--- config.mk ---
export PLATFORM = sky130hd
export DESIGN_NAME = tcw_front
export DESIGN_NICKNAME = d
export VERILOG_FILES = /design/src/hdl/tcw_pkg.sv /design/src/hdl/tcw_front.sv
export SDC_FILE = /design/constraint.sdc
export NUM_CORES = 1
export LEC_CHECK = 0
export BUFFER_PORTS_ARGS = -buffer_cell sky130_fd_sc_hd__buf_4
export CAP_MARGIN = 20
export CORE_MARGIN = 2
export CORE_UTILIZATION = 55
export DETAILED_ROUTE_END_ITERATION = 10
export PLACE_DENSITY = 0.81
export SETUP_SLACK_MARGIN = 0.4
export SLEW_MARGIN = 20
export SYNTH_ARGS = -nofsm -noshare
export SYNTH_HDL_FRONTEND = slang
export SYNTH_SLANG_ARGS = --single-unit
--- constraint.sdc ---
create_clock -name clk -period 3.6 [get_ports clk]
set_clock_uncertainty 0.2 [all_clocks]
set_input_delay 0.36 -clock clk [delete_from_list [all_inputs] [get_ports clk]]
set_output_delay 0.36 -clock clk [all_outputs]
set_load 0.01 [all_outputs]
--- src/hdl/tcw_pkg.sv ---
// Shared types and constants for the text console writer.
`timescale 1ns / 1ps
`default_nettype none
package tcw_pkg;

  // Fixed field widths
  localparam int POS_W  = 11;
  localparam int CHAR_W = 8;
  localparam int ATTR_W = 8;
  localparam int CELL_W = 16;
  localparam int IDX_W  = 11;

  // Character and attribute codes
  localparam logic [CHAR_W-1:0] NEWLINE_CHAR = 8'd10;
  localparam logic [CHAR_W-1:0] BLANK_CHAR   = 8'h20;
  localparam logic [ATTR_W-1:0] RESET_ATTR   = 8'h0F;

  // Configuration port
  localparam int CFG_ADDR_W = 3;
  localparam int CFG_DATA_W = 32;
  localparam logic REG_TEXT_ATTR = 1'b0;  // register index, from paddr[2]

  // Queue between front and back
  localparam int QUEUE_DEPTH = 2;

  typedef enum logic {
    CMD_PUT  = 1'b0,
    CMD_READ = 1'b1
  } cmd_t;

  typedef enum logic [1:0] {
    OP_PUT_CHAR,
    OP_NEWLINE,
    OP_READ,
    OP_READ_NONE
  } op_t;

  typedef enum logic [2:0] {
    ST_CLEAR,
    ST_IDLE,
    ST_READ_WAIT,
    ST_SCROLL_COPY,
    ST_SCROLL_FILL
  } back_state_t;

  typedef struct packed {
    cmd_t              cmd;
    logic [CHAR_W-1:0] char_code;
    logic [IDX_W-1:0]  cell_index;
  } in_item_t;

  typedef struct packed {
    logic [POS_W-1:0]  cursor_position;
    logic [CELL_W-1:0] cell_word;
  } out_item_t;

  typedef struct packed {
    op_t               op;
    logic [CHAR_W-1:0] char_code;
    logic [IDX_W-1:0]  cell_index;
  } q_entry_t;

  // Front to back: head of the queue
  typedef struct packed {
    logic     valid;
    q_entry_t entry;
  } fe_queue_t;

  // Back to front: status
  typedef struct packed {
    logic clearing;
    logic pop;
  } bk_status_t;

endpackage
`default_nettype wire

--- src/hdl/tcw_front.sv ---
// Front end: accepts items, classifies them and queues them for the back end.
`timescale 1ns / 1ps
`default_nettype none
module tcw_front import tcw_pkg::*; #(
  parameter int CELL_COUNT = 2000
) (
  input  wire logic       clk,
  input  wire logic       rst_n,
  input  wire logic       start,
  output logic            busy,
  input  wire in_item_t   in_item,
  output fe_queue_t       q_head,
  input  wire bk_status_t bk_status
);

  localparam int ADDR_W = $clog2(CELL_COUNT);
  localparam int EXT_W  = (ADDR_W > IDX_W) ? ADDR_W : IDX_W;
  localparam int QPTR_W = $clog2(QUEUE_DEPTH);

  q_entry_t            entries_r [QUEUE_DEPTH];
  logic [QPTR_W-1:0]   wr_ptr_r, wr_ptr_nxt;
  logic [QPTR_W-1:0]   rd_ptr_r, rd_ptr_nxt;
  logic [QPTR_W:0]     count_r, count_nxt;
  logic                push, pop;
  q_entry_t            new_entry;
  logic [EXT_W-1:0]    idx_ext;

  // Classify the incoming item
  always_comb begin
    idx_ext              = EXT_W'(in_item.cell_index);
    new_entry.char_code  = in_item.char_code;
    new_entry.cell_index = in_item.cell_index;
    if (in_item.cmd == CMD_PUT) begin
      new_entry.op = (in_item.char_code == NEWLINE_CHAR) ? OP_NEWLINE : OP_PUT_CHAR;
    end else begin
      new_entry.op = (idx_ext < EXT_W'(CELL_COUNT)) ? OP_READ : OP_READ_NONE;
    end
  end

  // Queue control
  assign busy  = (count_r == (QPTR_W+1)'(QUEUE_DEPTH)) || bk_status.clearing;
  assign push  = start && !busy;
  assign pop   = bk_status.pop && (count_r != '0);

  always_comb begin
    wr_ptr_nxt = push ? wr_ptr_r + 1'b1 : wr_ptr_r;
    rd_ptr_nxt = pop  ? rd_ptr_r + 1'b1 : rd_ptr_r;
    count_nxt  = count_r;
    if (push && !pop) begin
      count_nxt = count_r + 1'b1;
    end else if (pop && !push) begin
      count_nxt = count_r - 1'b1;
    end
  end

  always_ff @(posedge clk) begin
    if (!rst_n) begin
      wr_ptr_r <= '0;
      rd_ptr_r <= '0;
      count_r  <= '0;
    end else begin
      wr_ptr_r <= wr_ptr_nxt;
      rd_ptr_r <= rd_ptr_nxt;
      count_r  <= count_nxt;
    end
  end

  // Queue storage
  always_ff @(posedge clk) begin
    if (push) begin
      entries_r[wr_ptr_r] <= new_entry;
    end
  end

  assign q_head.valid = (count_r != '0);
  assign q_head.entry = entries_r[rd_ptr_r];

endmodule
`default_nettype wire

==> flow_summary.ini, run 1 <==
[sta]
drv_slew = 0
period_share_pct = 67.5
timing_hold_violations_final = 0
finalCriticalPeriod_ns = 2.43
slew_headroom_pct = 32.5
rsz0062_at_grt = no
tns_ns = 0
setup_violations = 0
fmax_mhz = 411
tightest_slew_ns = 1.01

[setup_path]
cp.arrival_ns = 1.87
crit_type = reg -> out
worstPathMaxFanout = 21
startpoint_type = flop
required_ns = 3.04
setup.worst_path.end_class = output pin

[status]
status = completed

[cells_and_area]
drive_gt1_share_pct = 46.1
final_cells = 211
nets = 192
syn2layout_area_growth_pct = 34.5
final_cell_mix = buf_4, edfxtp_1, mux2_2
num_antenna_cells = 0
fillers = 185
layout_commonest_cell = buf_4
fin_area_um2 = 2410

[synth]
yosys.area_share.simple_pct = 6.00
synth_compound_area_share_pct = 1.67
synth_adder_area_share_pct = 0.697
synth.distinct_cells = 22
synth_nets = 123
synthXorXnorAreaFrac_pct = 1.46
synth_area_per_cell_um2 = 18.5
synth_top_family_by_area = multiplexers
yosysWarnings = 0
syn_inst = 97
synth.cell_area_um2 = 1790
yosysSeqAreaShare_pct = 75.9
synthMuxAreaShare_pct = 13.7
synth_seq_cells = 47

[global_route]
antenna_found_initial = 0
grt_max_degree = 22
grt_pass1_vias = 1076
grt_pass1_wl_um = 4730
track_usage_pct = 18.6
grt_use_met2_pct = 35.7
top_usage_layer = met2
use_met1_pct = 18.6
grt-ovfl-total = 0
met3_usage_pct = 4.62

[routing]
ant_nets = 0
wl_per_cell_um = 15.3
firstDrtPassIters = 4
totalWireLength_um = 3230
drt_iter0_drc = 18
vias_per_cell = 5.04
num_vias = 1063
drc = 0

[placed_design]
portBuffers = 47
dp_cells = 186
routabilityCongestion = 0.729
dpl.hpwl_um = 2110
placed_area_um2 = 2190

[power]
leakagePower_nw = 0.896
total_power_mw = 1.34
power_density_nw_per_um2 = 554
vdd_drop_max_mv = 0.421

[clock_tree]
cts_buffer_depth = 2
hold_buffers = 17
clock_sinks = 47
clk_latency_ns = 0.34
cts-root-buf = clkbuf_4
cts_tree = yes
cts_buffers = 5
post_cts_buffers = 0
ctsResizeCount = 0
h-tree-depth = 2
cts.clk_slew.worst_paths_ns = 0.11

[die]
core-area_um2 = 3080
start_util_pct = 58.3
die_y_um = 61.1
die_area_um2 = 3740
pin_count = 48
fp.dieW_um = 61.1
rows = 20

[worst_hold_path]
min-delay-path-class = in -> reg

[flow_run]
drv_cap = 0
[registers in the layout, summed over array words and instances (netlist names), named ones only]
| name | flops |
|---|---|
| entries_r | 42 |
| wr_ptr_r | 1 |
| rd_ptr_r | 1 |
| count_r | 2 |
[worst max-delay path: stages, from the launching register on]
cell and delay [ns]:
dfxtp_1 0.95, mux2_2 0.43, buf_4 0.15
[cells by family after synthesis]
family	Yosys count
AND/OR/NAND/NOR	17
flip-flops	47
adder cells (fa/ha/maj)	1
XOR/XNOR	3
AO/OA/AOI/OAI	5
buffers and inverters	2
multiplexers	22
[cells in the mapped netlist, drive strengths merged]
master	count	share of area [%]
and2	4	1.4
dfxtp	5	5.6
edfxtp	42	70
xor2	1	0.49
xnor2	2	0.98
buf	2	0.56
nor3b	1	0.70
ha	1	0.70
nor2	2	0.42
nand4	2	0.70
or3	1	0.35
nand2b	1	0.35
mux2	21	13
o211ai	1	0.42
nor2b	2	0.70
o21ai	3	0.84
or2	2	0.70
nor4b	1	0.49
nand2	1	0.21
mux2i	1	0.56
a21boi	1	0.42
[per-layer routing]
| layer | share of wire, % | vias to the layer above |
|---|---|---|
| met5 | 0 | - |
| met4 | 1.6 | 0 |
| met3 | 3.6 | 7 |
| met2 | 57 | 25 |
| met1 | 38 | 524 |
| li1 | - | 507 |
[area by class of cell]
cell class / instances / area, um^2 / area share, %
well taps: 44 / 55.1 / 2.28
repair buffers: 64 / 523 / 21.7
clock buffers: 8 / 48.8 / 2.02
multi-input cells: 48 / 425 / 17.6
flip-flops and latches: 47 / 1360 / 56.4
[path summary, 6_finish.rpt]
check	start	end	slack [ns]	cells after the start
max	flop	q_head[20]	1.17	2
min	in_item[4]	entries_r[0][4]	0.02	1
max reg2reg	count_r[0]	entries_r[0][11]	1.35	3
min reg2reg	wr_ptr_r	wr_ptr_r	0.31	2
[where the power goes]
| part | total (mW) | internal [mW] | switching, mW | leakage, nW |
|---|---|---|---|---|
| sequential | 0.715 | 0.657 | 0.0580 | 0.426 |
| combinational | 0.401 | 0.244 | 0.157 | 0.444 |
| clock | 0.220 | 0.0781 | 0.142 | 0.0265 |
| total | 1.34 | 0.980 | 0.357 | 0.896 |
[stage by stage]
stage               utilization, %  worst slack, ns  hold WS, ns
floorplan                        -             1.27        0.251
global placement              71.3             1.37        0.281
detailed placement            71.3             1.33        0.295
CTS                           78.4             1.15      0.00414
global route                  78.4             1.06      0.00175
finish                        78.4             1.17       0.0181
No activity file was read; power rests on OpenSTA's default activity.
==> run 2: changes to the inputs <==
- ABC_AREA: not set -> 1
- CORE_UTILIZATION: 55 -> 52
- PLACE_DENSITY: 0.81 -> 0.76
- clock period: 3.6 -> 2.42 ns (I/O delays scaled with it)
==> flow_summary.ini, run 2 <==
[status]
status = completed

[setup_path]
r2r_cells = 5
setup.worst_path.end_class = output pin
cp.arrival_ns = 1.48
worstPathMaxFanout = 20
crit_type = reg -> out
required_ns = 1.98
startpoint_type = flop
reg2reg_to = entries_r[1][0]
crit-reg2reg-launch = count_r[0]
regToRegSetupSlack_ns = 0.80

[cells_and_area]
layout_commonest_cell = buf_4
syn2layout_area_growth_pct = 39.5
largest_register_ffs = 42
final_cell_mix = buf_4, edfxtp_1, dlygate4sd3_1
final-seq-area_um2 = 1360
nets = 222
multi_input_area_um2 = 488
num_antenna_cells = 0
fillers = 232
reg.largest.list = entries_r (42), count_r (2)
drive_gt1_share_pct = 42.6
top_register = entries_r
final_cells = 245

[synth]
synth_nets = 145
yosys.area_share.simple_pct = 7.11
yosysMostFrequentCell = edfxtp_1
synth.area.top_cells = edfxtp_1, mux2_4, dfxtp_1
synth_seq_cells = 47
synthMuxAreaShare_pct = 16.2
synth_edf_count = 42
synth_commonest_cells = edfxtp_1, mux2_4, nand2_1, inv_1, nor2_1
syn_inst = 119
synth_top_family_by_area = multiplexers
synth_top_area_share_pct = 65.8
synth_adder_area_share_pct = 0.652
yosysWarnings = 0
synth_flop_cell = edfxtp_1
synthXorXnorAreaFrac_pct = 0
synth_compound_area_share_pct = 1.30
synth.cell_area_um2 = 1920
synthArstFlopShare_pct = 0
synth_area_per_cell_um2 = 16.1
yosysSeqAreaShare_pct = 71.0
synth_largest_area_cell = edfxtp_1
synth.distinct_cells = 18

[worst_hold_path]
min_to = wr_ptr_r
hp-start = start
hold_path_depth = 4
min-delay-path-class = in -> reg

[routing]
totalWireLength_um = 3350
ant_nets = 0
wl_per_cell_um = 13.7
num_vias = 1150
drc = 0
firstDrtPassIters = 4
drt_iter0_drc = 22
vias_per_cell = 4.69

[placed_design]
portBuffers = 47
dp_cells = 216
dpl.hpwl_um = 2270
routabilityCongestion = 0.722

[power]
sw_frac_of_total_pct = 24.2
power_density_nw_per_um2 = 754
power.switching_mw = 0.488
internal_power_mw = 1.53
power_frac_clock_pct = 27.5
leakagePower_nw = 1.12
p_comb_share_pct = 24.3
total_power_mw = 2.02
pwr-share-seq_pct = 48.2
vdd_drop_max_mv = 0.585

[die]
pin_count = 48
die_area_um2 = 4190
rows = 22
die_y_um = 64.7
core-area_um2 = 3610
start_util_pct = 53.2
fp.dieW_um = 64.7

[clock_tree]
cts.clk_slew.worst_paths_ns = 0.08
h-tree-depth = 2
clk_latency_ns = 0.29
ctsResizeCount = 0
cts_buffers = 5
clock_sinks = 47
cts_buffer_depth = 2
cts_tree = yes
cts-root-buf = clkbuf_8

[global_route]
grt-ovfl-total = 0
track_usage_pct = 17.5
grt_max_degree = 21
grt_pass1_vias = 1181
antenna_found_initial = 0
grt_pass1_wl_um = 5280

[sta]
fin_hold_ws_ns = 0.0855
tightest_slew_ns = 0.406
rsz0062_at_grt = no
timing_hold_violations_final = 0
slew_headroom_pct = 72.9
fmax_mhz = 520
period_share_pct = 79.5
setup_violations = 0
tns_ns = 0
drv_slew = 0
finalCriticalPeriod_ns = 1.92

[flow_run]
drv_cap = 0
run 2: what timing repair did:
action | in CTS | in global routing
buffers inserted | 0 | 0
hold buffers | 21 | 0
hold endpoints to repair | 41 | 0
run 2: final cells by class:
class	count	share of cell area [%]
flip-flops and latches	47	50.9
repair buffers	72	22.6
multi-input cells	57	18.2
clock buffers	5	2.57
well taps	48	2.24
inverters	13	1.82
clock inverters	3	1.64
run 2: critical path, cell delays in order (launching register included):
cell and delay [ns]:
dfxtp_1 0.35, buf_4 0.35, mux2_4 0.34, buf_4 0.15
run 2: worst max path at each step:
stage,endpoint,depth (start not counted),from,slack [ns]
floorplan,entries_r[0][0],4,count_r[0],0.71
global placement,entries_r[1][2],5,count_r[0],0.82
detailed placement,entries_r[1][3],5,count_r[0],0.78
CTS,q_head[19],3,flop,0.48
global route,q_head[13],3,flop,0.42
finish,q_head[13],3,flop,0.50
run 2: power groups by stage:
stage	Clock [mW]	Sequential [mW]	Combinational, mW
global route	0.598	0.977	0.529
CTS	0.564	0.972	0.496
global placement	0	0.986	0.453
finish	0.554	0.972	0.491
floorplan	0	0.987	0.288
detailed placement	0	0.990	0.468
run 2: through the flow:
stage	setup WS, ns	util, %	area [um^2]
detailed placement	0.780	65.3	2350
floorplan	0.706	-	1920
global route	0.421	74.2	2680
finish	0.496	74.2	2680
global placement	0.819	65.3	2350
CTS	0.478	74.2	2680
run 2: cell families (layout without fill, tap and decap cells):
group	after synthesis	in the layout
flip-flops	47	47
adder cells (fa/ha/maj)	1	1
AO/OA/AOI/OAI	4	4
buffers and inverters	15	93
AND/OR/NAND/NOR	31	31
multiplexers	21	21
run 2: routing by layer:
layer | vias to the layer above | routed length [um] | track usage [%]
met5 | - | 0 | 0
met4 | 0 | 48 | 7.18
met3 | 5 | 128 | 4.86
met2 | 29 | 1800 | 31.7
met1 | 542 | 1370 | 19.3
li1 | 574 | - | -
==> run 3: changes to the inputs <==
- clock period: 2.42 -> 1.8 ns (I/O delays scaled with it)
==> flow_summary.ini, run 3 (same netlist as run 2, synthesis figures left out) <==
[routing]
drt_iter0_drc = 51
wl_per_cell_um = 16.8
vias_per_cell = 4.89
firstDrtPassIters = 4
totalWireLength_um = 4260
drc = 0
ant_nets = 0
num_vias = 1238

[cells_and_area]
top_register = entries_r
drive_gt1_share_pct = 50.7
num_antenna_cells = 0
fillers = 202
final_cell_mix = edfxtp_1, buf_4, buf_6
reg.largest.list = entries_r (42), count_r (2)
layout_commonest_cell = edfxtp_1
syn2layout_area_growth_pct = 51.7
utilization_pct = 80.7
largest_register_ffs = 42
nets = 230
fin_area_um2 = 2910

[placed_design]
routabilityCongestion = 0.674
dpl.hpwl_um = 2390
placed_area_um2 = 2370
portBuffers = 47
dp_slack_ns = 0.140

[global_route]
grt_max_degree = 22
grt_pass1_vias = 1333
antenna_found_initial = 0
track_usage_pct = 20.9
grt_pass1_wl_um = 6340
grt-ovfl-total = 0

[power]
total_power_mw = 2.85
sw_frac_of_total_pct = 25.7
power.switching_mw = 0.733
power_density_nw_per_um2 = 980
p_comb_share_pct = 31.5
vdd_drop_max_mv = 0.768
internal_power_mw = 2.12
pwr-share-seq_pct = 46.6
power_frac_clock_pct = 21.8
leakagePower_nw = 1.17

[setup_path]
setup.worst_path.end_class = output pin
crit_type = reg -> out
startpoint_type = flop
required_ns = 1.42
worstPathMaxFanout = 8
cp.arrival_ns = 1.28

[clock_tree]
cts_buffers = 5
h-tree-depth = 2
cts.clk_slew.worst_paths_ns = 0.08
cts_tree = yes
cts_buffer_depth = 2
clock_sinks = 47
clk_latency_ns = 0.29
cts-root-buf = clkbuf_8

[sta]
rsz0062_at_grt = yes
period_share_pct = 92.1
tightest_slew_ns = 0.172
drv_slew = 0
tns_ns = 0
fmax_mhz = 603
finalCriticalPeriod_ns = 1.66
slew_headroom_pct = 88.5
setup_violations = 0
timing_hold_violations_final = 0
setup_ws_ns = 0.143

[die]
core-area_um2 = 3610
die_y_um = 64.7
rows = 22
die_area_um2 = 4190
start_util_pct = 53.2
pin_count = 48
fp.dieW_um = 64.7

[worst_hold_path]
min-delay-path-class = in -> reg

[flow_run]
drv_cap = 0

[status]
status = completed
run 3: final cells by class:
| type | instances | area, um^2 | share of cell area [%] |
|---|---|---|---|
| multi-input cells | 57 | 539 | 18.5 |
| clock buffers | 7 | 86.3 | 2.97 |
| clock inverters | 1 | 3.75 | 0.129 |
| well taps | 48 | 60.1 | 2.06 |
| inverters | 13 | 55.1 | 1.89 |
| repair buffers | 77 | 772 | 26.5 |
| flip-flops and latches | 47 | 1370 | 47.1 |
| repair inverters | 3 | 22.5 | 0.774 |
run 3: worst max-delay path, stage by stage, from the launching register on:
cell and delay (ns):
dfxtp_4 0.40, buf_12 0.15, mux2_4 0.32, buf_6 0.12
run 3: path summary, 6_finish.rpt:
check,startpoint,end,slack (ns),depth (start not counted)
max,flop,q_head[10],0.14,3
max reg2reg,count_r[0],count_r[1],0.39,10
min reg2reg,rd_ptr_r,flop,0.32,2
min,start,wr_ptr_r,0.12,5
run 3: power groups by stage:
| stage | clock network (mW) | registers, mW | logic (mW) |
|---|---|---|---|
| 2_1_floorplan | 0 | 1.33 | 0.399 |
| 3_3_place_gp | 0 | 1.33 | 0.628 |
| 3_5_place_dp | 0 | 1.34 | 0.656 |
| 4_1_cts | 0.636 | 1.32 | 0.794 |
| 5_1_grt | 0.679 | 1.34 | 0.953 |
| 6_report | 0.623 | 1.33 | 0.899 |
run 3: repair_timing:
action / 4_1_cts / 5_1_grt
buffers inserted: 4 / 1
resized for setup: 28 / 22
setup endpoints to repair: 54 / 48
gates cloned: 3 / 1
pin swaps: 7 / 4
hold buffers: 21 / 0
endpoints found under the hold margin: 45 / 0
run 3: layer usage:
metal / vias to the layer above / global-route usage, % / wire length (um)
met1: 599 / 22.6 / 1630
met5: - / 0 / 0
met4: 0 / 6.65 / 71
met2: 39 / 39.4 / 2390
met3: 8 / 5.56 / 168
li1: 592 / - / -
run 3: stage by stage:
step / hold slack (ns) / instances
after global placement: 0.167 / 215
after CTS: 0.101 / 251
after detailed placement: 0.171 / 215
final: 0.125 / 253
after floorplan: 0.0789 / 119
after global routing: 0.141 / 253
